`src/hw/rtl/mlfq_three_level_scheduler_macros.svh`:
```
// assertion macros for the three-level feedback queue scheduler
// expects a clock named clk and a synchronous reset named rst in the using module
`ifndef MLFQ_THREE_LEVEL_SCHEDULER_MACROS_SVH
`define MLFQ_THREE_LEVEL_SCHEDULER_MACROS_SVH
`ifndef SYNTHESIS
// condition holds at every clock edge out of reset
`define MLFQ_ASSERT_ALWAYS(lbl, cond, msg) \
  lbl: assert property (@(posedge clk) disable iff (rst) (cond)) else $error(msg);
// antecedent in this cycle implies consequent in the next one
`define MLFQ_ASSERT_NEXT(lbl, ante, cons, msg) \
  lbl: assert property (@(posedge clk) disable iff (rst) (ante) |=> (cons)) else $error(msg);
`else
`define MLFQ_ASSERT_ALWAYS(lbl, cond, msg)
`define MLFQ_ASSERT_NEXT(lbl, ante, cons, msg)
`endif
`endif

```
`src/hw/rtl/mlfq_pkg.sv`:
```
// shared constants for the three-level feedback queue scheduler
// no dependencies
`timescale 1ns / 1ps
`default_nettype none
package mlfq_pkg;
  // default sizing
  localparam int MAX_TASKS_DEF  = 8;
  localparam int BURST_BITS_DEF = 16;
  localparam int LEVELS         = 3;

  // quantum reset values
  localparam logic [15:0] QUANTUM_FIRST_RESET  = 16'd5;
  localparam logic [15:0] QUANTUM_SECOND_RESET = 16'd10;

  // command codes
  localparam logic CMD_READY    = 1'b0;
  localparam logic CMD_DISPATCH = 1'b1;

  // configuration register indexes
  localparam logic REG_QUANTUM_FIRST  = 1'b0;
  localparam logic REG_QUANTUM_SECOND = 1'b1;

  // level codes, zero based
  localparam logic [1:0] LVL_FIRST  = 2'd0;
  localparam logic [1:0] LVL_SECOND = 2'd1;
  localparam logic [1:0] LVL_THIRD  = 2'd2;
endpackage
`default_nettype wire

```
`src/hw/rtl/mlfq_three_level_scheduler.sv`:
```
// three-level feedback queue scheduler: queue slot memory, burst memory, control
// depends on mlfq_pkg and mlfq_three_level_scheduler_macros.svh
// ready command: no result; busy stays low, the next command may follow at once.
// dispatch command: result strobed on done after the slot read, the burst read, and then
//   compare/subtract and write back; busy is high from the accepting edge until the result
//   is strobed, so no new command is taken while a dispatch is in flight.
// empty dispatch: idle result on done in the cycle after the accepting edge, no busy time.
// the receiver cannot stall: each result is shown for one cycle only.
// reset (rst, synchronous): queues empty, all tasks at level 1, quanta 5 and 10;
//   slot and burst memories are not cleared and need no clearing pass.
`timescale 1ns / 1ps
`default_nettype none
`include "mlfq_three_level_scheduler_macros.svh"
module mlfq_three_level_scheduler #(
  parameter int MAX_TASKS  = mlfq_pkg::MAX_TASKS_DEF,
  parameter int BURST_BITS = mlfq_pkg::BURST_BITS_DEF
) (
  input  wire logic        clk,
  input  wire logic        rst,
  // command channel
  input  wire logic        start,
  output logic             busy,
  input  wire logic        command,
  input  wire logic [2:0]  task_number,
  input  wire logic [15:0] burst_length,
  // configuration write port
  input  wire logic        cfg_we,
  input  wire logic        cfg_index,
  input  wire logic [15:0] cfg_data,
  // result channel
  output logic             done,
  output logic [2:0]       chosen_task,
  output logic [15:0]      run_time,
  output logic [1:0]       level_served,
  output logic             burst_finished,
  output logic [1:0]       demoted_level,
  output logic             idle
);
  import mlfq_pkg::*;

  localparam int TW    = (MAX_TASKS > 1) ? $clog2(MAX_TASKS) : 1;
  localparam int CW    = $clog2(MAX_TASKS + 1);
  localparam int SLOTS = LEVELS * MAX_TASKS;
  localparam int AW    = $clog2(SLOTS);
  localparam int QW    = (BURST_BITS > 16) ? BURST_BITS : 16;

  localparam logic [1:0] S_IDLE  = 2'd0;
  localparam logic [1:0] S_TASK  = 2'd1;
  localparam logic [1:0] S_BURST = 2'd2;

  // state and storage
  logic [1:0]            state, state_next;
  logic [15:0]           quantum_first, quantum_second;
  logic [TW-1:0]         heads [LEVELS];
  logic [TW-1:0]         heads_next [LEVELS];
  logic [CW-1:0]         counts [LEVELS];
  logic [CW-1:0]         counts_next [LEVELS];
  logic [1:0]            task_level [MAX_TASKS];
  logic [TW-1:0]         slot_mem [SLOTS];
  logic [BURST_BITS-1:0] burst_mem [MAX_TASKS];
  logic [TW-1:0]         slot_rd;
  logic [BURST_BITS-1:0] burst_rd;
  logic [1:0]            lvl;

  // control signals
  logic                  accept, any_queued, in_range;
  logic [1:0]            lvl_sel, ready_lvl, push_lvl;
  logic [TW-1:0]         ready_task;
  logic [AW-1:0]         slot_raddr, slot_waddr;
  logic [TW-1:0]         slot_wdata;
  logic                  slot_we, burst_we;
  logic [TW-1:0]         burst_waddr;
  logic [BURST_BITS-1:0] burst_wdata;
  logic                  push_ok;
  logic [TW:0]           push_sum;
  logic [TW-1:0]         push_pos;
  logic [15:0]           quantum_sel;
  logic [QW-1:0]         rem_x, quantum_x, run_x;
  logic                  demote;
  logic                  level_we;

  assign busy       = (state != S_IDLE);
  assign accept     = start && !busy;
  assign any_queued = (counts[0] != '0) || (counts[1] != '0) || (counts[2] != '0);
  assign in_range   = (int'(task_number) < MAX_TASKS);
  assign ready_task = TW'(task_number);
  assign ready_lvl  = task_level[ready_task] - 2'd1;

  // highest non-empty level
  always_comb begin
    if (counts[0] != '0) begin
      lvl_sel = LVL_FIRST;
    end else if (counts[1] != '0) begin
      lvl_sel = LVL_SECOND;
    end else begin
      lvl_sel = LVL_THIRD;
    end
  end

  assign slot_raddr = AW'(int'(lvl_sel) * MAX_TASKS) + AW'(heads[lvl_sel]);

  // grant computation on the fetched burst
  assign quantum_sel = (lvl == LVL_FIRST) ? quantum_first : quantum_second;
  assign rem_x       = QW'(burst_rd);
  assign quantum_x   = QW'(quantum_sel);
  assign demote      = (lvl != LVL_THIRD) && (rem_x > quantum_x);
  assign run_x       = demote ? quantum_x : rem_x;

  // fifo tail position for the level being pushed
  assign push_lvl = (state == S_BURST) ? (lvl + 2'd1) : ready_lvl;
  assign push_ok  = counts[push_lvl] < CW'(MAX_TASKS);
  always_comb begin
    push_sum = (TW+1)'(heads[push_lvl]) + (TW+1)'(counts[push_lvl]);
    if (push_sum >= (TW+1)'(MAX_TASKS)) begin
      push_sum = push_sum - (TW+1)'(MAX_TASKS);
    end
    push_pos = push_sum[TW-1:0];
  end

  // next-state, pointer and memory write control
  always_comb begin
    state_next  = state;
    heads_next  = heads;
    counts_next = counts;
    slot_we     = 1'b0;
    slot_waddr  = AW'(int'(push_lvl) * MAX_TASKS) + AW'(push_pos);
    slot_wdata  = ready_task;
    burst_we    = 1'b0;
    burst_waddr = ready_task;
    burst_wdata = BURST_BITS'(burst_length);
    level_we    = 1'b0;
    case (state)
      S_IDLE: begin
        if (accept && (command == CMD_READY) && in_range) begin
          if (push_ok) begin
            slot_we  = 1'b1;
            burst_we = 1'b1;
            counts_next[push_lvl] = counts[push_lvl] + CW'(1);
          end
        end else if (accept && (command == CMD_DISPATCH) && any_queued) begin
          // pop the head now; the slot is read at this edge
          counts_next[lvl_sel] = counts[lvl_sel] - CW'(1);
          if (heads[lvl_sel] == TW'(MAX_TASKS - 1)) begin
            heads_next[lvl_sel] = '0;
          end else begin
            heads_next[lvl_sel] = heads[lvl_sel] + TW'(1);
          end
          state_next = S_TASK;
        end
      end
      S_TASK: begin
        state_next = S_BURST;
      end
      S_BURST: begin
        burst_we    = 1'b1;
        burst_waddr = slot_rd;
        burst_wdata = demote ? BURST_BITS'(rem_x - quantum_x) : '0;
        slot_wdata  = slot_rd;
        if (demote) begin
          level_we = 1'b1;
          if (push_ok) begin
            slot_we = 1'b1;
            counts_next[push_lvl] = counts[push_lvl] + CW'(1);
          end
        end
        state_next = S_IDLE;
      end
      default: begin
        state_next = S_IDLE;
      end
    endcase
  end

  // control registers
  always_ff @(posedge clk) begin
    if (rst) begin
      state          <= S_IDLE;
      quantum_first  <= QUANTUM_FIRST_RESET;
      quantum_second <= QUANTUM_SECOND_RESET;
      for (int i = 0; i < LEVELS; i++) begin
        heads[i]  <= '0;
        counts[i] <= '0;
      end
      for (int i = 0; i < MAX_TASKS; i++) begin
        task_level[i] <= 2'd1;
      end
    end else begin
      state  <= state_next;
      heads  <= heads_next;
      counts <= counts_next;
      if (cfg_we && (cfg_index == REG_QUANTUM_FIRST)) begin
        quantum_first <= cfg_data;
      end
      if (cfg_we && (cfg_index == REG_QUANTUM_SECOND)) begin
        quantum_second <= cfg_data;
      end
      if (level_we) begin
        task_level[slot_rd] <= lvl + 2'd2;
      end
    end
  end

  // dispatch level held for the grant
  always_ff @(posedge clk) begin
    if (accept) begin
      lvl <= lvl_sel;
    end
  end

  // queue slot memory; a write can share its address with a read only on a ready command, whose read value is unused
  always_ff @(posedge clk) begin
    if (slot_we) begin
      slot_mem[slot_waddr] <= slot_wdata;
    end
    if (accept) begin
      slot_rd <= slot_mem[slot_raddr];
    end
  end

  // remaining burst memory
  always_ff @(posedge clk) begin
    if (burst_we) begin
      burst_mem[burst_waddr] <= burst_wdata;
    end
    if (state == S_TASK) begin
      burst_rd <= burst_mem[slot_rd];
    end
  end

  // result strobe
  always_ff @(posedge clk) begin
    if (rst) begin
      done <= 1'b0;
    end else begin
      done <= (accept && (command == CMD_DISPATCH) && !any_queued) || (state == S_BURST);
    end
  end

  // result payload
  always_ff @(posedge clk) begin
    if (accept && (command == CMD_DISPATCH) && !any_queued) begin
      chosen_task    <= '0;
      run_time       <= '0;
      level_served   <= '0;
      burst_finished <= 1'b0;
      demoted_level  <= '0;
      idle           <= 1'b1;
    end else if (state == S_BURST) begin
      chosen_task    <= 3'(slot_rd);
      run_time       <= run_x[15:0];
      level_served   <= lvl + 2'd1;
      burst_finished <= !demote;
      demoted_level  <= demote ? (lvl + 2'd2) : (lvl + 2'd1);
      idle           <= 1'b0;
    end
  end

  // checks
  `MLFQ_ASSERT_ALWAYS(a_count_bound, (counts[0] <= CW'(MAX_TASKS)) && (counts[1] <= CW'(MAX_TASKS)) && (counts[2] <= CW'(MAX_TASKS)), "queue count above capacity")
  `MLFQ_ASSERT_NEXT(a_task_then_burst, state == S_TASK, state == S_BURST, "burst fetch skipped")
  `MLFQ_ASSERT_ALWAYS(a_idle_zero, !(done && idle) || ((chosen_task == '0) && (run_time == '0) && (level_served == '0) && !burst_finished), "idle result carries data")
  `MLFQ_ASSERT_ALWAYS(a_level_step, !(done && !idle) || (burst_finished ? (demoted_level == level_served) : (demoted_level == level_served + 2'd1)), "demoted level inconsistent")
endmodule
`default_nettype wire
```
`config.mk`:
```
export PLATFORM = sky130hd
export DESIGN_NAME = mlfq_three_level_scheduler
export DESIGN_NICKNAME = d
export VERILOG_FILES = /design/src/hw/rtl/mlfq_pkg.sv /design/src/hw/rtl/mlfq_three_level_scheduler.sv
export VERILOG_INCLUDE_DIRS = /design/src /design/src/hw/rtl
export SDC_FILE = /design/constraint.sdc
export NUM_CORES = 1
export LEC_CHECK = 0
export BUFFER_PORTS_ARGS = -buffer_cell sky130_fd_sc_hd__buf_4
export CORE_UTILIZATION = 61
export DETAILED_ROUTE_END_ITERATION = 8
export HOLD_SLACK_MARGIN = 0.1
export PLACE_DENSITY = 0.76
export SLEW_MARGIN = 20
export SYNTH_ARGS = -nofsm -noshare
export SYNTH_HDL_FRONTEND = slang
export SYNTH_SLANG_ARGS = --single-unit
```
`constraint.sdc`:
```
create_clock -name clk -period 5.05 [get_ports clk]
set_input_delay 1.515 -clock clk [delete_from_list [all_inputs] [get_ports clk]]
set_output_delay 1.515 -clock clk [all_outputs]
set_load 0.05 [all_outputs]
```
# [Word level (Yosys, flattened, before mapping)]
# Memory sizes are Yosys's and may differ from the RTL's. A register that Yosys moved wholly into a read port is not among the register bits.
# Cells that the tools add are included.
[totals] register_bits=83 latchBits=0 mem_bits_rw=216 mem_bits_ro=0 input_bits=41 output_inout_bits=27 wordCells=139 n_memories=3
[classes] addsub=11 n_mul=0 n_div=0 magnitude_cmp=7 n_eq_ne=8 n_shift=0 n_mux=59 bitwise=7 n_reduce_logical=27
[memory_table] name="burst_mem" words=8 word_bits=16 rd=1 rd_ports_with_merged_regs=1 write_ports=1 line="mlfq_three_level_scheduler.sv:60" source="logic [BURST_BITS-1:0] burst_mem [MAX_TASKS];"
[memory_table] name="slot_mem" words=24 word_bits=3 rd=1 rd_ports_with_merged_regs=1 write_ports=1 line="mlfq_three_level_scheduler.sv:59" source="logic [TW-1:0] slot_mem [SLOTS];"
[memory_table] name="task_level" words=8 word_bits=2 rd=1 rd_ports_with_merged_regs=0 write_ports=8 line="mlfq_three_level_scheduler.sv:58" source="logic [1:0] task_level [MAX_TASKS];"
[op_table] cell="16-bit two-way mux" n=4
[op_table] cell="12-bit two-way mux" n=4
[op_table] cell="12-bit bitwise mux" n=2
[op_table] cell="3-bit two-way mux" n=8
[op_table] cell="4-bit two-way mux" n=6
[op_table] cell="12-bit one-hot mux with 2 select lines" n=1
[op_table] cell="4-bit binary-select mux with 2-bit select" n=2
[op_table] cell="4-bit demux with 2-bit select" n=2
[op_table] cell="16-bit greater-than comparator" n=1
[op_table] cell="16-bit subtractor" n=1
[op_table] cell="1-bit two-way mux" n=15
[op_table] cell="2-bit two-way mux" n=7
[op_table] cell="3-bit binary-select mux with 2-bit select" n=2
[op_table] cell="4-bit nonzero test" n=3
[op_table] cell="5-bit by 3-bit adder with 5-bit output" n=2
[op_table] cell="1-bit logical AND" n=10
[op_table] cell="9-bit bitwise AND" n=1
[op_table] cell="9-bit bitwise mux" n=1
[op_table] cell="9-bit two-way mux" n=1
[op_table] cell="9-bit NOT" n=1
[op_table] cell="2-bit != test, second input constant" n=4
[op_table] cell="3-bit demux with 2-bit select" n=1
[op_table] cell="3-bit greater-or-equal comparator, second input constant" n=2
[op_table] cell="3-bit by 1-bit < comparator with 1-bit output, second input constant" n=2
[op_table] cell="25 further kinds" n=36

# [Depth between registers and ports, before layout]
# Gate-level depths: netlist of the first run.
# An unclocked memory read counts as a cell.
[depth] depth_word=13 depth_mapped=16 depth_no_buf=13

# [Worst setup path after synthesis of the first run]
# Ideal clock, no wire load.
[synth_timing] path_kind="input to register" from="input port task_number[0]" to="memory slot_mem[11][0] (netlist name), enable pin" setup_time_ns=0.320 arrival_time_ns=4.403 setup_slack_ns=0.328 cell_stages=12 path_buffers=1 path_cell_list="buf_6 > mux4_2 > or3_4 > o221ai_4 > mux2i_1 > a2bb2oi_1 > inv_1 > ha_1 > inv_1 > fa_1 > nand4b_1 > nor2_1"
[synth_between] elab_chain_len=13
[synth_lines] element="from (decl)" line="mlfq_three_level_scheduler.sv:24" source="input wire logic [2:0] task_number,"
[synth_lines] element="memory read 8 x 2 bit *"
[synth_lines] element="2-bit by 1-bit subtractor with 2-bit output *" line="mlfq_three_level_scheduler.sv:87" source="assign ready_lvl = task_level[ready_task] - 2'd1;"
[synth_lines] element="2-bit two-way mux *" line="mlfq_three_level_scheduler.sv:110" source="assign push_lvl = (state == S_BURST) ? (lvl + 2'd1) : ready_lvl;"
[synth_lines] element="parallel branches: the longest is 10 deep, another holds 5-bit by 3-bit adder with 5-bit output"
[synth_lines] element="to (decl)" line="mlfq_three_level_scheduler.sv:59"
# Every way passes the cells marked *. The select of a mux whose other input is x is not followed.

# [Worst setup path in the final report of the first run]
[layout_timing] from="input port task_number[0]" to="memory slot_mem[19][2] (netlist name), enable pin"
# Same word-level chain as after synthesis.

==> qor.yml, run 1 <==
design_area_um2: 16010
num_vias: 9609
cts_tree: "yes"
met2_usage_pct: 45.94
grt_use_total_pct: 28.91
pwr_density_cell_nw_per_um2: 506.6
holdBufCountCts: 0
clock-sinks: 318
die-height_um: 153.1
syn-cell-area_um2: 13930
min_period_over_period_pct: 90.28
post_cts_buffers: 0
final_layout_size_suffix_gt1_share_pct: 16.57
yosysSeqAreaShare_pct: 62.75
setup_viol: 0
rr_endpoint: "slot_mem[0][2]"
cts_buffer_depth: 3
drtPass1Iterations: 5
die-width_um: 153.1
fin_skew_ns: 0.01637
place_area_um2: 14890
startpoint: "task_number[0]"
rsz0062_at_grt: "no"
hold_viol: 0
clk_pin_slew_ns: 0.06
globalRouteMet1Util_pct: 41.59
synth_top_area_share_pct: 51.11
routedWlPerCell_um: 21.76
dieArea_um2: 23440
n_antenna_cell: 0
yosys_warnings: 0
cap_violations: 0
top_usage_layer: "met2"
num_rows: 54
cp-start-kind: "input port"
worst-r2r-cell-count: 14
ios: 68
worst_slew_pin_slew_ns: 1.023
place_congestion: 0.8908
holdPathStages: 2
status: "completed"
use_met3_pct: 4.593
r2r_slack_ns: 0.79
insertion_delay_ns: 0.56
antenna_found_initial: 0
vias_per_cell: 6.309
p_leak_nw: 5.688
fin_crit_ns: 4.559
max-slew-margin-rel_pct: 31.22
core-area_um2: 22090
drcViolationCount: 0
syn2layout_area_growth_pct: 14.97
yosys_register_bits: 318
critPathRequiredTime_ns: 5.28
drt_iter0_drc: 896
grt_pass1_vias: 9352
utilization_pct: 72.47
cts_made_buffers: 31
root_buffer: "clkbuf_16"
final_nets: 1283
dp_hpwl_mm: 22.45
cts_resized: 0
portBuffers: 67
async_flop_share_pct: 0
overflow: 0
grt_pass1_wl_mm: 52.01
vdd_drop_max_v: 0.0002838
synth.largest_area_cell: "edfxtp_1"
synthCells: 1136
start_util_pct: 63.03
cp_max_fo: 14
synth_edf_count: 237
ys.flop_type: "edfxtp_1"
avgSynthCellArea_um2: 12.26
holdWs_ns: 0.4532
ant_nets: 0
h-tree-depth: 1
routed_wl_mm: 33.13
slew_viol_final: 0
worstHoldEndpoint: "chosen_task[2]"
hp-start: "chosen_task[2]"
crit_arrival_ns: 4.79
path_class: "in -> reg"
grt_max_degree: 50
worst_hold_path_type: "reg -> reg"
end_kind: "flop"
r2r-start: "lvl[0]"
syn_nets: 1201
synth_cell_type_count: 71
synth_area_leaders: "edfxtp_1 51%, dfxtp_1 12%, nand2_1 4.7%"
timing.fmax_ghz: 0.2193
## area by class of cell
class / count / area [um2]
sequential: 318 / 8738
clock buffer: 32 / 779.5
inverter: 31 / 116.4
clock inverter: 26 / 340.3
timing repair buffer: 109 / 818.3
multi-input combinational: 727 / 4867
tap: 280 / 350.3
fill: 1462 / 6083
## cell usage in the layout, fill, tap and decap left out, types with 4 or more instances in the layout
cell type  instances
o21ai_1            4
nand2_1          174
nor2b_1            8
xnor2_1           12
and3_1             4
o21bai_1           4
edfxtp_1         237
a21oi_1           81
a22oi_1           64
a21o_1             9
o211ai_1          20
ha_1              23
bufinv_16          8
nor3_1            14
dfxtp_1           81
inv_1             30
clkbuf_16         31
nand4_1           20
mux4_2            20
o21a_1             8
clkinv_2           6
nor2_2             5
a31oi_1            5
nor4_1             6
nor2_1            71
buf_4            109
and2_1             9
o31ai_1            9
mux2i_1           38
a22o_1             9
o22ai_1            4
nand3_1           16
clkinv_1           5
o21ai_0           20
xor2_1            10
nand2b_1           6
## layer usage
layer / share of wire [%] / wire length (um) / vias up
met4: 2.4 / 791 / 0
met1: 42 / 14070 / 4654
met2: 46 / 15360 / 455
met3: 8.8 / 2915 / 60
li1: - / - / 4440
met5: 0 / 0 / -
## worst max-delay path by stage
stage	endpoint	slack [ns]	cells after the start
after floorplan	slot_mem[11][0]	0.33	12
after global placement	slot_mem[11][2]	0.12	12
after detailed placement	slot_mem[19][1]	-0.04	12
after CTS	slot_mem[19][2]	0.53	12
after global routing	slot_mem[11][1]	0.34	12
final	slot_mem[19][2]	0.49	12
## cell usage after synthesis, drive strengths merged (4+ instances only)
| library cell | count |
|---|---|
| o21a | 8 |
| nand3 | 16 |
| nor3 | 15 |
| and3 | 4 |
| nor2b | 9 |
| ha | 23 |
| a22o | 9 |
| o211ai | 20 |
| nor3b | 4 |
| xnor2 | 12 |
| a21o | 9 |
| o22ai | 4 |
| nand2b | 7 |
| o21ai | 25 |
| o31ai | 9 |
| a31oi | 6 |
| nand4 | 20 |
| a211oi | 4 |
| dfxtp | 81 |
| buf | 13 |
| mux4 | 22 |
| nor4 | 7 |
| nor2 | 76 |
| o21bai | 4 |
| and2 | 9 |
| xor2 | 10 |
| inv | 30 |
| a22oi | 64 |
| clkbuf | 47 |
| mux2i | 38 |
| edfxtp | 237 |
| nand2 | 174 |
| a21oi | 81 |
## metrics by stage
stage               TNS, ns  setup WS (ns)  power (mW)  cells
floorplan                 0         0.3279       4.864   1136
global placement          0         0.1239       5.578   1465
detailed placement  -0.2606       -0.03926       5.624   1465
CTS                       0         0.5343       8.102   1523
global route              0         0.3393       8.429   1523
finish                    0         0.4907       8.111   1523
## cell families (layout without fill, tap and decap cells)
| kind of cell | after synthesis | count (layout) | share of synthesized area (%) |
|---|---|---|---|
| xor gates and xnor gates | 22 | 22 | 1.384 |
| DFF | 318 | 318 | 62.75 |
| adders and majority gates | 25 | 25 | 2.282 |
| muxes | 62 | 62 | 6.505 |
| buffers and inverters | 91 | 198 | 2.633 |
| and+or+nand+nor | 352 | 352 | 11.35 |
| AOI/OAI and AO/OA | 266 | 266 | 13.10 |
## sequential cells by signal, summed over array words and instances (netlist names)
name / count
burst_finished: 1
burst_mem: 128
burst_rd: 16
chosen_task: 3
counts: 12
demoted_level: 2
done: 1
heads: 9
idle: 1
level_served: 2
lvl: 2
quantum_first: 16
quantum_second: 16
run_time: 16
slot_mem: 72
slot_rd: 3
state: 2
task_level: 16
## report_power, final
| group | switching, mW | leakage (nW) | internal (mW) |
|---|---|---|---|
| Combinational | 1.54 | 2.35 | 0.786 |
| Sequential | 0.200 | 2.80 | 3.09 |
| Clock | 0.969 | 0.535 | 1.53 |
| Total | 2.71 | 5.69 | 5.41 |
## worst max-delay path, stage by stage
cell	delay, ns
buf_4	0.09
mux4_2	0.54
or3_4	0.41
o221ai_4	0.08
buf_4	0.24
mux2i_1	0.24
o21ai_0	0.12
ha_1	0.19
inv_1	0.07
fa_1	0.49
nand4b_1	0.43
nor2_1	0.37
Power figures use the tool's default switching activity.
==> inputs of run 2 (changes only) <==
CORE_ASPECT_RATIO = 0.8   (was not set)
==> qor.yml, run 2 (synthesized netlist as in run 1, its figures left out) <==
r2r-start: "lvl[0]"
setup_ws_ns: 0.5152  # +0.02457 ns
ios: 68  # unchanged
holdBufCountCts: 0  # unchanged
cts_resized: 0  # unchanged
n_antenna_cell: 0  # unchanged
pwr-share-seq_pct: 41.8  # +1.2 points
grt_pass1_wl_mm: 50.42  # -3.1%
num_vias: 9688  # +0.82%
largest_reg_flops: 128  # unchanged
ant_nets: 0  # unchanged
dieArea_um2: 23440  # about the same
routed_wl_mm: 33.70  # +1.7%
end_kind: "flop"
dp_hpwl_mm: 22.52  # +0.31%
final_nets: 1282  # -0.078%
pwr-share-clk_pct: 28.5  # -2.3 points
vdd_drop_max_v: 0.0004058  # +43%
cap_violations: 0  # unchanged
slew_viol_final: 0  # unchanged
cts_tree: "yes"
mostFrequentLayoutCells: "237 x edfxtp_1, 174 x nand2_1, 109 x buf_4, 81 x a21oi_1, 81 x dfxtp_1"
post_cts_buffers: 0  # unchanged
timing.fmax_ghz: 0.2205  # +0.54%
pre_cts_ws_ns: 0.02288  # +0.06214 ns
hp-start: "run_time[11]"
drtPass1Iterations: 5  # unchanged
pwr_density_cell_nw_per_um2: 494.2  # -2.5%
power_switching_mw: 2.706  # about the same
critPathRequiredTime_ns: 5.29  # about the same
final_layout_size_suffix_gt1_share_pct: 15.95  # -0.62 points
num_rows: 49  # -9.3%
hold_viol: 0  # unchanged
cts_made_buffers: 30  # -3.2%
top_register: "burst_mem"
setup_viol: 0  # unchanged
rsz0062_at_grt: "no"
place_congestion: 0.9567  # +7.4%
root_buffer: "clkbuf_16"
worstHoldEndpoint: "run_time[11]"
top_usage_layer: "met2"
fin_setup_tns_ns: 0  # unchanged
portBuffers: 67  # unchanged
p_int_mw: 5.163  # -4.5%
rr_endpoint: "slot_mem[8][0]"
status: "completed"
fin_skew_ns: 0.04132  # +0.02494 ns
crit_arrival_ns: 4.77  # -0.02 ns
switching_share_pct: 34.39  # +1.0 points
drt_iter0_drc: 1068  # +19%
cp-start-kind: "input port"
cts_buffer_depth: 3  # unchanged
antenna_found_initial: 0  # unchanged
grt_use_total_pct: 29.04  # +0.13 points
insertion_delay_ns: 0.58  # +0.02 ns
grt_pass1_vias: 9029  # -3.5%
vias_per_cell: 6.262  # -0.74%
min_period_over_period_pct: 89.80  # -0.49 points
syn2layout_area_growth_pct: 14.34
clock-sinks: 318  # unchanged
worst-r2r-cell-count: 12  # -2
clk_pin_slew_ns: 0.07  # about the same
worst_hold_path_type: "reg -> reg"
die-width_um: 170.9  # +12%
path_class: "in -> reg"
p_leak_nw: 5.637  # -0.89%
start_util_pct: 62.06  # -0.97 points
top_regs: "burst_mem x128, slot_mem x72"
drcViolationCount: 0  # unchanged
globalRouteMet1Util_pct: 42.45  # +0.86 points
fin_crit_ns: 4.535  # -0.02457 ns
holdPathStages: 2  # unchanged
cp_max_fo: 8  # -6
max-slew-margin-rel_pct: 25.02  # -6.2 points
core-area_um2: 22440  # +1.6%
h-tree-depth: 1  # unchanged
met2_usage_pct: 44.04  # -1.9 points
worst_slew_pin_slew_ns: 1.113  # +0.08996 ns
use_met3_pct: 6.449  # +1.9 points
die-height_um: 137.1  # -10%
combPwrFrac_pct: 29.6  # +1.0 points
overflow: 0  # unchanged
mostFrequentLayoutCell: "edfxtp_1"
routedWlPerCell_um: 21.79  # +0.14%
grt_max_degree: 50  # unchanged
r2r_slack_ns: 0.72  # -0.07 ns
## run 2: area by class of cell
class | instances | area (um2)
flip-flops and latches | 318 | 8738
clock buffers | 38 | 800.8
well taps | 306 | 382.9
clock inverters | 18 | 193.9
multi-input cells | 727 | 4872
fillers | 1591 | 6516
repair buffers | 109 | 818.3
inverters | 31 | 116.4
## run 2: worst max path at each step
stage	startpoint	to	slack, ns	cells after the start
floorplan	task_number[0]	slot_mem[11][0]	0.33	12
global placement	task_number[0]	slot_mem[0][0]	0.16	13
detailed placement	task_number[0]	slot_mem[8][1]	0.02	12
CTS	task_number[0]	slot_mem[8][1]	0.55	12
global route	task_number[0]	slot_mem[8][1]	0.39	13
finish	task_number[0]	slot_mem[8][0]	0.52	12
## run 2: worst max-delay path, stage by stage
cell and delay (ns):
buf_4 0.10, mux4_2 0.54, or3_4 0.41, o221ai_4 0.08, buf_4 0.20, mux2i_1 0.08, o21ai_0 0.24, ha_1 0.21
inv_1 0.05, fa_1 0.59, nand3_1 0.27, nor3_1 0.47
## run 2: per-layer routing
layer / up-vias / wire [um]
met4: 0 / 593
met2: 503 / 15050
met1: 4701 / 14660
met3: 52 / 3402
met5: - / 0
li1: 4432 / -
## run 2: stage by stage
step / std cells / util [%] / total power, mW / hold WS [ns] / instance area, um2
global placement: 1491 / 66.49 / 5.594 / 0.4407 / 14920
global route: 1547 / 70.96 / 8.182 / 0.4735 / 15920
finish: 1547 / 70.96 / 7.869 / 0.4534 / 15920
CTS: 1547 / 70.93 / 7.843 / 0.4557 / 15920
floorplan: 1136 / - / 4.864 / 0.4338 / 13930
detailed placement: 1491 / 66.49 / 5.622 / 0.4473 / 14920
## run 2: power by group through the flow
stage / logic (mW) / clock network [mW] / registers, mW
after detailed placement: 2.29 / 0 / 3.34
final: 2.33 / 2.25 / 3.29
after global routing: 2.51 / 2.36 / 3.31
after floorplan: 1.31 / 0 / 3.55
after CTS: 2.30 / 2.26 / 3.29
after global placement: 2.26 / 0 / 3.34
